`src/hw/rtl/utf8_char_decoder_top_defines.svh`:
```
// assertion macros for the utf8 character decoder top level
`ifndef UTF8_CHAR_DECODER_TOP_DEFINES_SVH
`define UTF8_CHAR_DECODER_TOP_DEFINES_SVH

// antecedent holds at an edge, consequent holds at the same edge
`define UTF8D_ASSERT_SAME(label, ante, cons, msg) \
  label: assert property (@(posedge clk) disable iff (!rst_n) (ante) |-> (cons)) \
    else $error(msg);

// antecedent holds at an edge, consequent holds at the next edge
`define UTF8D_ASSERT_NEXT(label, ante, cons, msg) \
  label: assert property (@(posedge clk) disable iff (!rst_n) (ante) |=> (cons)) \
    else $error(msg);

`endif

```
`src/hw/rtl/utf8d_pkg.sv`:
```
// shared types and constants for the utf8 character decoder
`default_nettype none

package utf8d_pkg;

  localparam int unsigned NUM_LANES = 4;

  localparam logic [20:0] REPL_CHAR  = 21'h00FFFD;
  localparam logic [20:0] MAX_SCALAR = 21'h10FFFF;

  localparam logic [2:0] ADV_NUL     = 3'd0;
  localparam logic [2:0] ADV_INVALID = 3'd1;

  localparam logic [2:0] LEN_BAD = 3'd0;
  localparam logic [2:0] LEN_1   = 3'd1;
  localparam logic [2:0] LEN_2   = 3'd2;
  localparam logic [2:0] LEN_3   = 3'd3;
  localparam logic [2:0] LEN_4   = 3'd4;

  typedef struct packed {
    logic [7:0] byte0;
    logic [7:0] byte1;
    logic [7:0] byte2;
    logic [7:0] byte3;
  } in_item_t;

  typedef struct packed {
    logic [20:0] code_point;
    logic [2:0]  advance;
    logic        replaced;
  } out_item_t;

  // what one lane finds in its byte
  typedef struct packed {
    logic       is_cont;
    logic       is_nul;
    logic       lead_bad;
    logic [2:0] lead_len;
    logic [6:0] data;
  } lane_info_t;

endpackage

`default_nettype wire

```
`src/hw/rtl/utf8d_lane.sv`:
```
// per-byte classifier lane of the utf8 character decoder
`default_nettype none

module utf8d_lane (
  input  wire logic [7:0]            byte_in,
  output utf8d_pkg::lane_info_t      info
);
  import utf8d_pkg::*;

  logic [2:0] len;

  always_comb begin
    case (byte_in) inside
      [8'h00:8'h7F]: len = LEN_1;
      [8'hC0:8'hDF]: len = LEN_2;
      [8'hE0:8'hEF]: len = LEN_3;
      [8'hF0:8'hF7]: len = LEN_4;
      default:       len = LEN_BAD;
    endcase
  end

  always_comb begin
    info.is_cont  = (byte_in[7:6] == 2'b10);
    info.is_nul   = (byte_in == 8'h00);
    info.lead_bad = (byte_in == 8'hC0) || (byte_in == 8'hC1) || (byte_in >= 8'hF5);
    info.lead_len = len;
    info.data     = byte_in[6:0];
  end

endmodule

`default_nettype wire

```
`src/hw/rtl/utf8d_merge.sv`:
```
// merging stage: combines lane findings into one decoded character
`default_nettype none

module utf8d_merge (
  input  wire utf8d_pkg::lane_info_t [utf8d_pkg::NUM_LANES-1:0] lanes,
  output utf8d_pkg::out_item_t                                  result
);
  import utf8d_pkg::*;

  logic [2:0]  len;
  logic        ok;
  logic [20:0] cp;

  assign len = lanes[0].lead_len;

  always_comb begin
    ok = (len != LEN_BAD) && !lanes[0].lead_bad
         && ((len < LEN_2) || lanes[1].is_cont)
         && ((len < LEN_3) || lanes[2].is_cont)
         && ((len < LEN_4) || lanes[3].is_cont);
  end

  always_comb begin
    case (len)
      LEN_1:   cp = {14'd0, lanes[0].data};
      LEN_2:   cp = {10'd0, lanes[0].data[4:0], lanes[1].data[5:0]};
      LEN_3:   cp = {5'd0, lanes[0].data[3:0], lanes[1].data[5:0], lanes[2].data[5:0]};
      LEN_4:   cp = {lanes[0].data[2:0], lanes[1].data[5:0], lanes[2].data[5:0],
                     lanes[3].data[5:0]};
      default: cp = 21'd0;
    endcase
  end

  always_comb begin
    if (ok && (cp <= MAX_SCALAR)) begin
      result.code_point = cp;
      result.replaced   = 1'b0;
    end else begin
      result.code_point = REPL_CHAR;
      result.replaced   = 1'b1;
    end
    if (lanes[0].is_nul) begin
      result.advance = ADV_NUL;
    end else if (ok) begin
      result.advance = len;
    end else begin
      result.advance = ADV_INVALID;
    end
  end

endmodule

`default_nettype wire

```
`src/hw/rtl/utf8_char_decoder_top.sv`:
```
// top level of the utf8 character decoder
// Usage:
// in_valid/in_data/in_stall carries a four-byte window that starts on a
// character boundary; out_valid/out_data/out_stall returns one decoded
// character per window: code point (U+FFFD on bad input), bytes to advance
// and a replacement flag.
// Four lanes classify the window bytes in parallel and their findings are
// registered; a merging stage then forms the result into the output register.
// An accepted window is registered in the lane stage and then in the output register.
// Throughput is one window per cycle while the receiver does not stall; the two-stage register pipeline sets it.
// When the receiver stalls, the output holds and the lane stage can still
// take one more window; in_stall rises only when both stages are full.
// Reset empties both stages; no output is valid after reset.
`default_nettype none

module utf8_char_decoder_top (
  input  wire logic                 clk,
  input  wire logic                 rst_n,
  input  wire logic                 in_valid,
  input  wire utf8d_pkg::in_item_t  in_data,
  output logic                      in_stall,
  output logic                      out_valid,
  output utf8d_pkg::out_item_t      out_data,
  input  wire logic                 out_stall
);
  import utf8d_pkg::*;

  lane_info_t [NUM_LANES-1:0] lane_info;
  lane_info_t [NUM_LANES-1:0] s1_lane_r;
  logic                       s1_valid_r;
  logic                       s1_valid_nxt;
  logic                       out_valid_r;
  logic                       out_valid_nxt;
  out_item_t                  out_data_r;
  out_item_t                  merged;
  logic [7:0]                 win_bytes [NUM_LANES];
  logic                       out_hold;
  logic                       in_fire;
  logic                       s1_fire;

  assign win_bytes[0] = in_data.byte0;
  assign win_bytes[1] = in_data.byte1;
  assign win_bytes[2] = in_data.byte2;
  assign win_bytes[3] = in_data.byte3;

  for (genvar g = 0; g < NUM_LANES; g++) begin : g_lane
    utf8d_lane u_lane (
      .byte_in (win_bytes[g]),
      .info    (lane_info[g])
    );
  end

  utf8d_merge u_merge (
    .lanes  (s1_lane_r),
    .result (merged)
  );

  assign out_hold = out_valid_r && out_stall;
  assign s1_fire  = s1_valid_r && !out_hold;
  assign in_stall = s1_valid_r && out_hold;
  assign in_fire  = in_valid && !in_stall;

  assign s1_valid_nxt  = in_fire || (s1_valid_r && !s1_fire);
  assign out_valid_nxt = s1_fire || out_hold;

  always_ff @(posedge clk) begin
    if (!rst_n) begin
      s1_valid_r  <= 1'b0;
      out_valid_r <= 1'b0;
    end else begin
      s1_valid_r  <= s1_valid_nxt;
      out_valid_r <= out_valid_nxt;
    end
  end

  // payload stages carry no reset
  always_ff @(posedge clk) begin
    if (in_fire) begin
      s1_lane_r <= lane_info;
    end
    if (s1_fire) begin
      out_data_r <= merged;
    end
  end

  assign out_valid = out_valid_r;
  assign out_data  = out_data_r;

`include "utf8_char_decoder_top_defines.svh"

  `UTF8D_ASSERT_SAME(a_repl_value, out_valid_r && out_data_r.replaced, out_data_r.code_point == REPL_CHAR, "replacement flag without U+FFFD")
  `UTF8D_ASSERT_SAME(a_nul_result, out_valid_r && (out_data_r.advance == ADV_NUL), (out_data_r.code_point == 21'd0) && !out_data_r.replaced, "nul lead gave non-zero result")
  `UTF8D_ASSERT_SAME(a_adv_range, out_valid_r, out_data_r.advance <= LEN_4, "advance beyond four bytes")
  `UTF8D_ASSERT_NEXT(a_s1_fill, in_fire, s1_valid_r, "accepted transaction lost at lane stage")

endmodule

`default_nettype wire

```
`config.mk`:
```
export PLATFORM = sky130hd
export DESIGN_NAME = utf8_char_decoder_top
export DESIGN_NICKNAME = d
export VERILOG_FILES = /design/src/hw/rtl/utf8d_pkg.sv /design/src/hw/rtl/utf8d_lane.sv /design/src/hw/rtl/utf8d_merge.sv /design/src/hw/rtl/utf8_char_decoder_top.sv
export VERILOG_INCLUDE_DIRS = /design/src /design/src/hw/rtl
export SDC_FILE = /design/constraint.sdc
export NUM_CORES = 1
export LEC_CHECK = 0
export CAP_MARGIN = 20
export CORE_MARGIN = 8
export CORE_UTILIZATION = 64
export CTS_CLUSTER_DIAMETER = 120
export DETAILED_ROUTE_END_ITERATION = 8
export DONT_BUFFER_PORTS = 1
export GPL_ROUTABILITY_DRIVEN = 0
export PLACE_DENSITY = 0.82
export SLEW_MARGIN = 20
export SYNTH_ARGS = -nofsm -noshare
export SYNTH_HDL_FRONTEND = slang
export SYNTH_HIERARCHICAL = 1
export SYNTH_SLANG_ARGS = --single-unit
```
`constraint.sdc`:
```
create_clock -name clk -period 4.8 [get_ports clk]
set_clock_uncertainty 0.15 [all_clocks]
set_input_delay 0.96 -clock clk [delete_from_list [all_inputs] [get_ports clk]]
set_output_delay 0.96 -clock clk [all_outputs]
set_load 0.02 [all_outputs]
```
# ---- Word level (Yosys, flattened, before mapping)
# Index checks and enable logic that the tools add are counted.
dict set report word_totals {
  memories 0
  romBits 0
  wordCells 75
  out_inout_bits 27
  regBits 60
  input_bits 36
  ramBits 0
  latch_bits 0
}
dict set report op_classes {
  reduce_logical 29
  mul 0
  mux 6
  n_div 0
  eq_ne 9
  n_addsub 0
  order_cmp 13
  shifts 0
  bitwise 1
}
# op count
set op_table {}
lappend op_table {{21-bit case mux with 4 select lines} 1}
lappend op_table {{8-bit greater-or-equal comparator (second input constant)} 4}
lappend op_table {{8-bit less-or-equal comparator (second input constant)} 3}
lappend op_table {{21-bit less-or-equal comparator (second input constant)} 1}
lappend op_table {{8-bit == test (second input constant)} 2}
lappend op_table {{1-bit logical AND} 14}
lappend op_table {{8-bit by 1-bit greater-or-equal comparator with 1-bit output (second input constant)} 1}
lappend op_table {{8-bit by 7-bit less-or-equal comparator with 1-bit output (second input constant)} 1}
lappend op_table {{8-bit zero test} 1}
lappend op_table {{1-bit logical OR} 7}
lappend op_table {{2-bit == test (second input constant)} 3}
lappend op_table {{3-bit by 2-bit == test with 1-bit output (second input constant)} 2}
lappend op_table {{3-bit by 2-bit < comparator with 1-bit output (second input constant)} 2}
lappend op_table {{1-bit zero test} 4}
lappend op_table {{2-bit 2-to-1 mux} 2}
lappend op_table {{3-bit by 1-bit == test with 1-bit output (second input constant)} 1}
lappend op_table {{3-bit == test (second input constant)} 1}
lappend op_table {{3-bit < comparator (second input constant)} 1}
lappend op_table {{3-bit 2-to-1 mux} 1}
lappend op_table {{3-bit nonzero test} 1}
lappend op_table {{3-bit OR reduction} 1}
lappend op_table {{1-bit 2-to-1 mux} 2}
lappend op_table {{2-bit OR reduction} 1}
lappend op_table {{1-bit inverter} 1}

# ---- Longest topological paths before layout
dict set report logic_depth {
  ltp_word 7
  mapped_depth 8
  ltp_nobuf 5
}

# ---- Cells and area by module
# The synthesis kept the hierarchy.
# mod cells_per_inst area_each_um2 n_inst seq_area_each_um2
set by_module_without_submodules {}
lappend by_module_without_submodules {utf8_char_decoder_top 85 2396.0 1 2352.3}
lappend by_module_without_submodules {utf8d_merge 128 924.6 1 0.0}
lappend by_module_without_submodules {utf8d_lane 19 146.4 4 0.0}

# ---- Worst setup path after synthesis
# No wires, ideal clock.
dict set report synth_timing {
  path_type {input to register}
  start {input port out_stall}
  end {register s1_lane_r[0] in the netlist's numbering (enable)}
  t_arrival_ns 3.471
  path_stages 2
  setup_ns 0.468
  path_slack_ns 0.711
  path_cell_list {and3_4 > nor2b_1}
}
dict set report synth_between {
  elab_chain_cells 4
}
# item line
set synth_rtl {}
lappend synth_rtl {{start: declaration} utf8_char_decoder_top.sv:24} ;# input wire logic out_stall
lappend synth_rtl {{1-bit logical AND} utf8_char_decoder_top.sv:58} ;# assign out_hold = out_valid_r && out_stall;
lappend synth_rtl {{1-bit logical AND} utf8_char_decoder_top.sv:60} ;# assign in_stall = s1_valid_r && out_hold;
lappend synth_rtl {{1-bit zero test} utf8_char_decoder_top.sv:61} ;# assign in_fire = in_valid && !in_stall;
lappend synth_rtl {{1-bit logical AND} utf8_char_decoder_top.sv:61}
lappend synth_rtl {{named net in_fire} utf8_char_decoder_top.sv:38} ;# logic in_fire;
lappend synth_rtl {{end signal: assignment} utf8_char_decoder_top.sv:79} ;# s1_lane_r <= lane_info;
lappend synth_rtl {{end: declaration} utf8_char_decoder_top.sv:29} ;# lane_info_t [NUM_LANES-1:0] s1_lane_r;
# The timed path passes the listed nets, and every way through them passes these cells.
# A chain may end at the register's enable or synchronous reset.

# ---- Final worst setup path
dict set report layout_timing {
  start {register s1_lane_r[8] in the netlist's numbering}
  end {register out_data_r, in the netlist out_data[6] (data pin)}
}
dict set report layout_between {
  elab_chain_cells 6
  elab_cells_between_ends 18
}
# item line
set layout_rtl {}
lappend layout_rtl {{branches (longest 6 deep; another with 21-bit less-or-equal comparator)} -}
lappend layout_rtl {{end signal: assignment} utf8_char_decoder_top.sv:82} ;# out_data_r <= merged;
lappend layout_rtl {{end: declaration} utf8_char_decoder_top.sv:34} ;# out_item_t out_data_r;
# Several ways; the timed one is not identified.

==> qor_table.md <==
| Step | Parameter | This run |
|---|---|---|
| global routing | First-pass GRT wire length | 8480 microns |
| die | Height of the die | 85.0 microns |
| synth | Number of nets in the synthesized netlist | 269 |
| final layout | Fin cells | 265 |
| place | Placed instance area | 0.00284 sq mm |
| cts | H-tree lvl count | 3 |
| power | Power density relative to cell area | 354 mW/mm^2 |
| timing | Hold Violations, Final | 0 |
| global routing | Sum of overflow across all layers after global routing | 0 |
| worst setup path | CP Max Fanout | 37 |
| min path | Classification of the worst-slack hold path | reg -> reg |
| global routing | Global-route total usage across every layer | 15.2% |
| flow run | Count of maximum capacitance violations | 0 |
| timing | Final number of setup-violating endpoints | 0 |
| place | Number of buffers inserted by port buffering | 0 |
| worst setup path | Critical path's top delay family | flip-flops |
| final layout | Share of layout cells above drive strength 1 | 15.6% |
| cts | Cell at the root of the clock tree | sky130_fd_sc_hd__clkbuf_8 |
| die | Horizontal die dimension | 85.0 microns |
| final layout | Cell area after layout | 0.00299 sq mm |
| cts | Clk sinks | 60 |
| place | Setup slack after placement | 1.69 ns |
| outcome | Run status | finished, final reports clean |
| final layout | Leading cell type in the layout, fill and taps excluded | sky130_fd_sc_hd__edfxtp_1 |
| cts | Number of hold buffers added after CTS | 0 |
| final layout | Commonest cells after routing, fill and taps aside | sky130_fd_sc_hd__edfxtp_1, sky130_fd_sc_hd__nand2_1, sky130_fd_sc_hd__nor2_1 |
| final layout | Total number of nets in the final design | 243 |
| drt | Avg Vias per Cell | 6.49 |
| final layout | Layout-stage area growth over the synthesis result | -1.89% |
| place | Hpwl dp | 3950 microns |
| worst setup path | Slowest stage cell on the critical path | sky130_fd_sc_hd__edfxtp_1 |
| timing | Fin Hold WS | 0.385 ns |
| timing | Setup tns final | 0 ns |
| worst setup path | Max incr delay on CP | 1.06 ns |
| drt | Iteration-0 DRC Markers | 237 |
| worst setup path | Sort of element at the end of the critical path | flip-flop |
| global routing | Number of global-route vias before repair | 1731 |
| die | Die Area | 0.00722 sq mm |
| drt | Total wire length after detailed routing | 5410 microns |
| cts | Number of setup buffers added after CTS | 0 |
| timing | Minimum setup slack in the final design | 1.67 ns |
| drt | Via count | 1721 |
| power | Worst IR Drop VDD | 0.000194 V |
| cts | Resized cells post-CTS | 0 |
| cts | Number of buffers inserted during clock tree synthesis | 9 |
| worst setup path | CP Data Required Time | 4.68 ns |
| timing | Remaining max-slew budget at the tightest pin | 28.8% |
| worst setup path | Ordered list of cells on the worst path | a21oi_1 -> a311o_1 -> a21o_1 -> nor3_4 -> o221ai_1 |
| cts | Max clock buf depth | 2 |
| global routing | Maximum number of pins on one net before global-route repair | 38 |
| cts | CTS tree | yes |
| final layout | Antenna diode count | 0 |
| timing | Total count of max-transition violations in the final report | 0 |
| worst setup path | Buf+Inv Stages, Crit Path | 0 |
| synth | Yosys warning count | 6 |
| drt | Average routed wire per standard cell | 20.4 microns |
| final layout | Final-layout fill cell count | 350 |
| synth | Synthesized netlist cell count | 233 |
| timing | Crit share post-route | 65.2% |
| synth | Mean instance size in the synthesized netlist | 13.1 sq um |
| timing | Final period demand of the worst path | 3.13 ns |
| cts | Clock Latency Late Sink | 0.33 ns |
| drt | 1st-pass router iterations | 4 |
| die | Number of rows in the core area | 25 |
| synth | Netlist area before placement | 0.00304 sq mm |
| drt | DRC violation count after routing | 0 |
| worst setup path | CP arrival | 3.01 ns |
| die | Core ar. | 0.00466 sq mm |
| power | Total leakage power | 0.944 nW |
| timing | Upper clock frequency limit | 319 MHz |
| global routing | Number of antenna violations at the first check in global routing | 0 |
| die | Io pins | 63 |
| final layout | Layout Utilization | 64.1% |
| power | Post-layout total power | 1.06 mW |
| timing | Measured slew at the worst slew-check pin | 1.07 ns |
| drt | DRT antenna net count | 0 |
| worst setup path | Launching element type of the critical path | flip-flop |
| die | Starting Density | 65.3% |
| worst setup path | Crit path kind | reg -> reg |
| cts | Clock transition at the registers of the reported paths | 0.06 ns |
| place | Placed instance count | 250 |
| timing | RSZ-0062 raised after global routing | false |
layout make-up:
cell class	count	area, sq um	area share (%)
clock buffer	9	124	4.15
tap	54	67.6	2.26
multi-input combinational	130	961	32.2
inverter	4	15.0	0.503
clock inverter	6	22.5	0.754
timing repair buffer	2	15.0	0.503
sequential	60	1780	59.7
power breakdown:
part           internal, mW  total (mW)  switching (mW)
sequential            0.608       0.648          0.0401
clock                 0.173       0.339           0.166
combinational        0.0312      0.0703          0.0392
path summary, 6_finish.rpt:
check	to	depth (start not counted)	slack, ns	from
setup / recovery	out_data[6]$_DFFE_PP_	5	1.67	s1_lane_r[8]$_DFFE_PP_
hold / removal	out_valid$_SDFF_PN0_	2	0.38	s1_valid_r$_SDFF_PN0_
setup reg to reg	out_data[6]$_DFFE_PP_	5	1.67	s1_lane_r[8]$_DFFE_PP_
hold reg to reg	out_valid$_SDFF_PN0_	2	0.38	s1_valid_r$_SDFF_PN0_
sequential cells by signal, indices dropped and copies added (netlist names):
signal and flops:
out_data 25, out_valid 1, s1_lane_r 33, s1_valid_r 1
layer usage:
| metal | GRT usage, % | part of all wire [%] | up-vias |
|---|---|---|---|
| met1 | 17.8 | 43 | 801 |
| li1 | - | - | 812 |
| met2 | 22.7 | 47 | 96 |
| met5 | 0 | 0 | - |
| met4 | 11.3 | 1.8 | 0 |
| met3 | 5.21 | 7.9 | 12 |
worst register-to-register path: stages, from the launching register on:
cell and delay (ns):
sky130_fd_sc_hd__edfxtp_1 1.06, sky130_fd_sc_hd__a21oi_1 0.16, sky130_fd_sc_hd__a311o_1 0.37, sky130_fd_sc_hd__a21o_1 0.27, sky130_fd_sc_hd__nor3_4 0.57, sky130_fd_sc_hd__o221ai_1 0.26
Note: power is estimated with default switching activity, not from simulation.
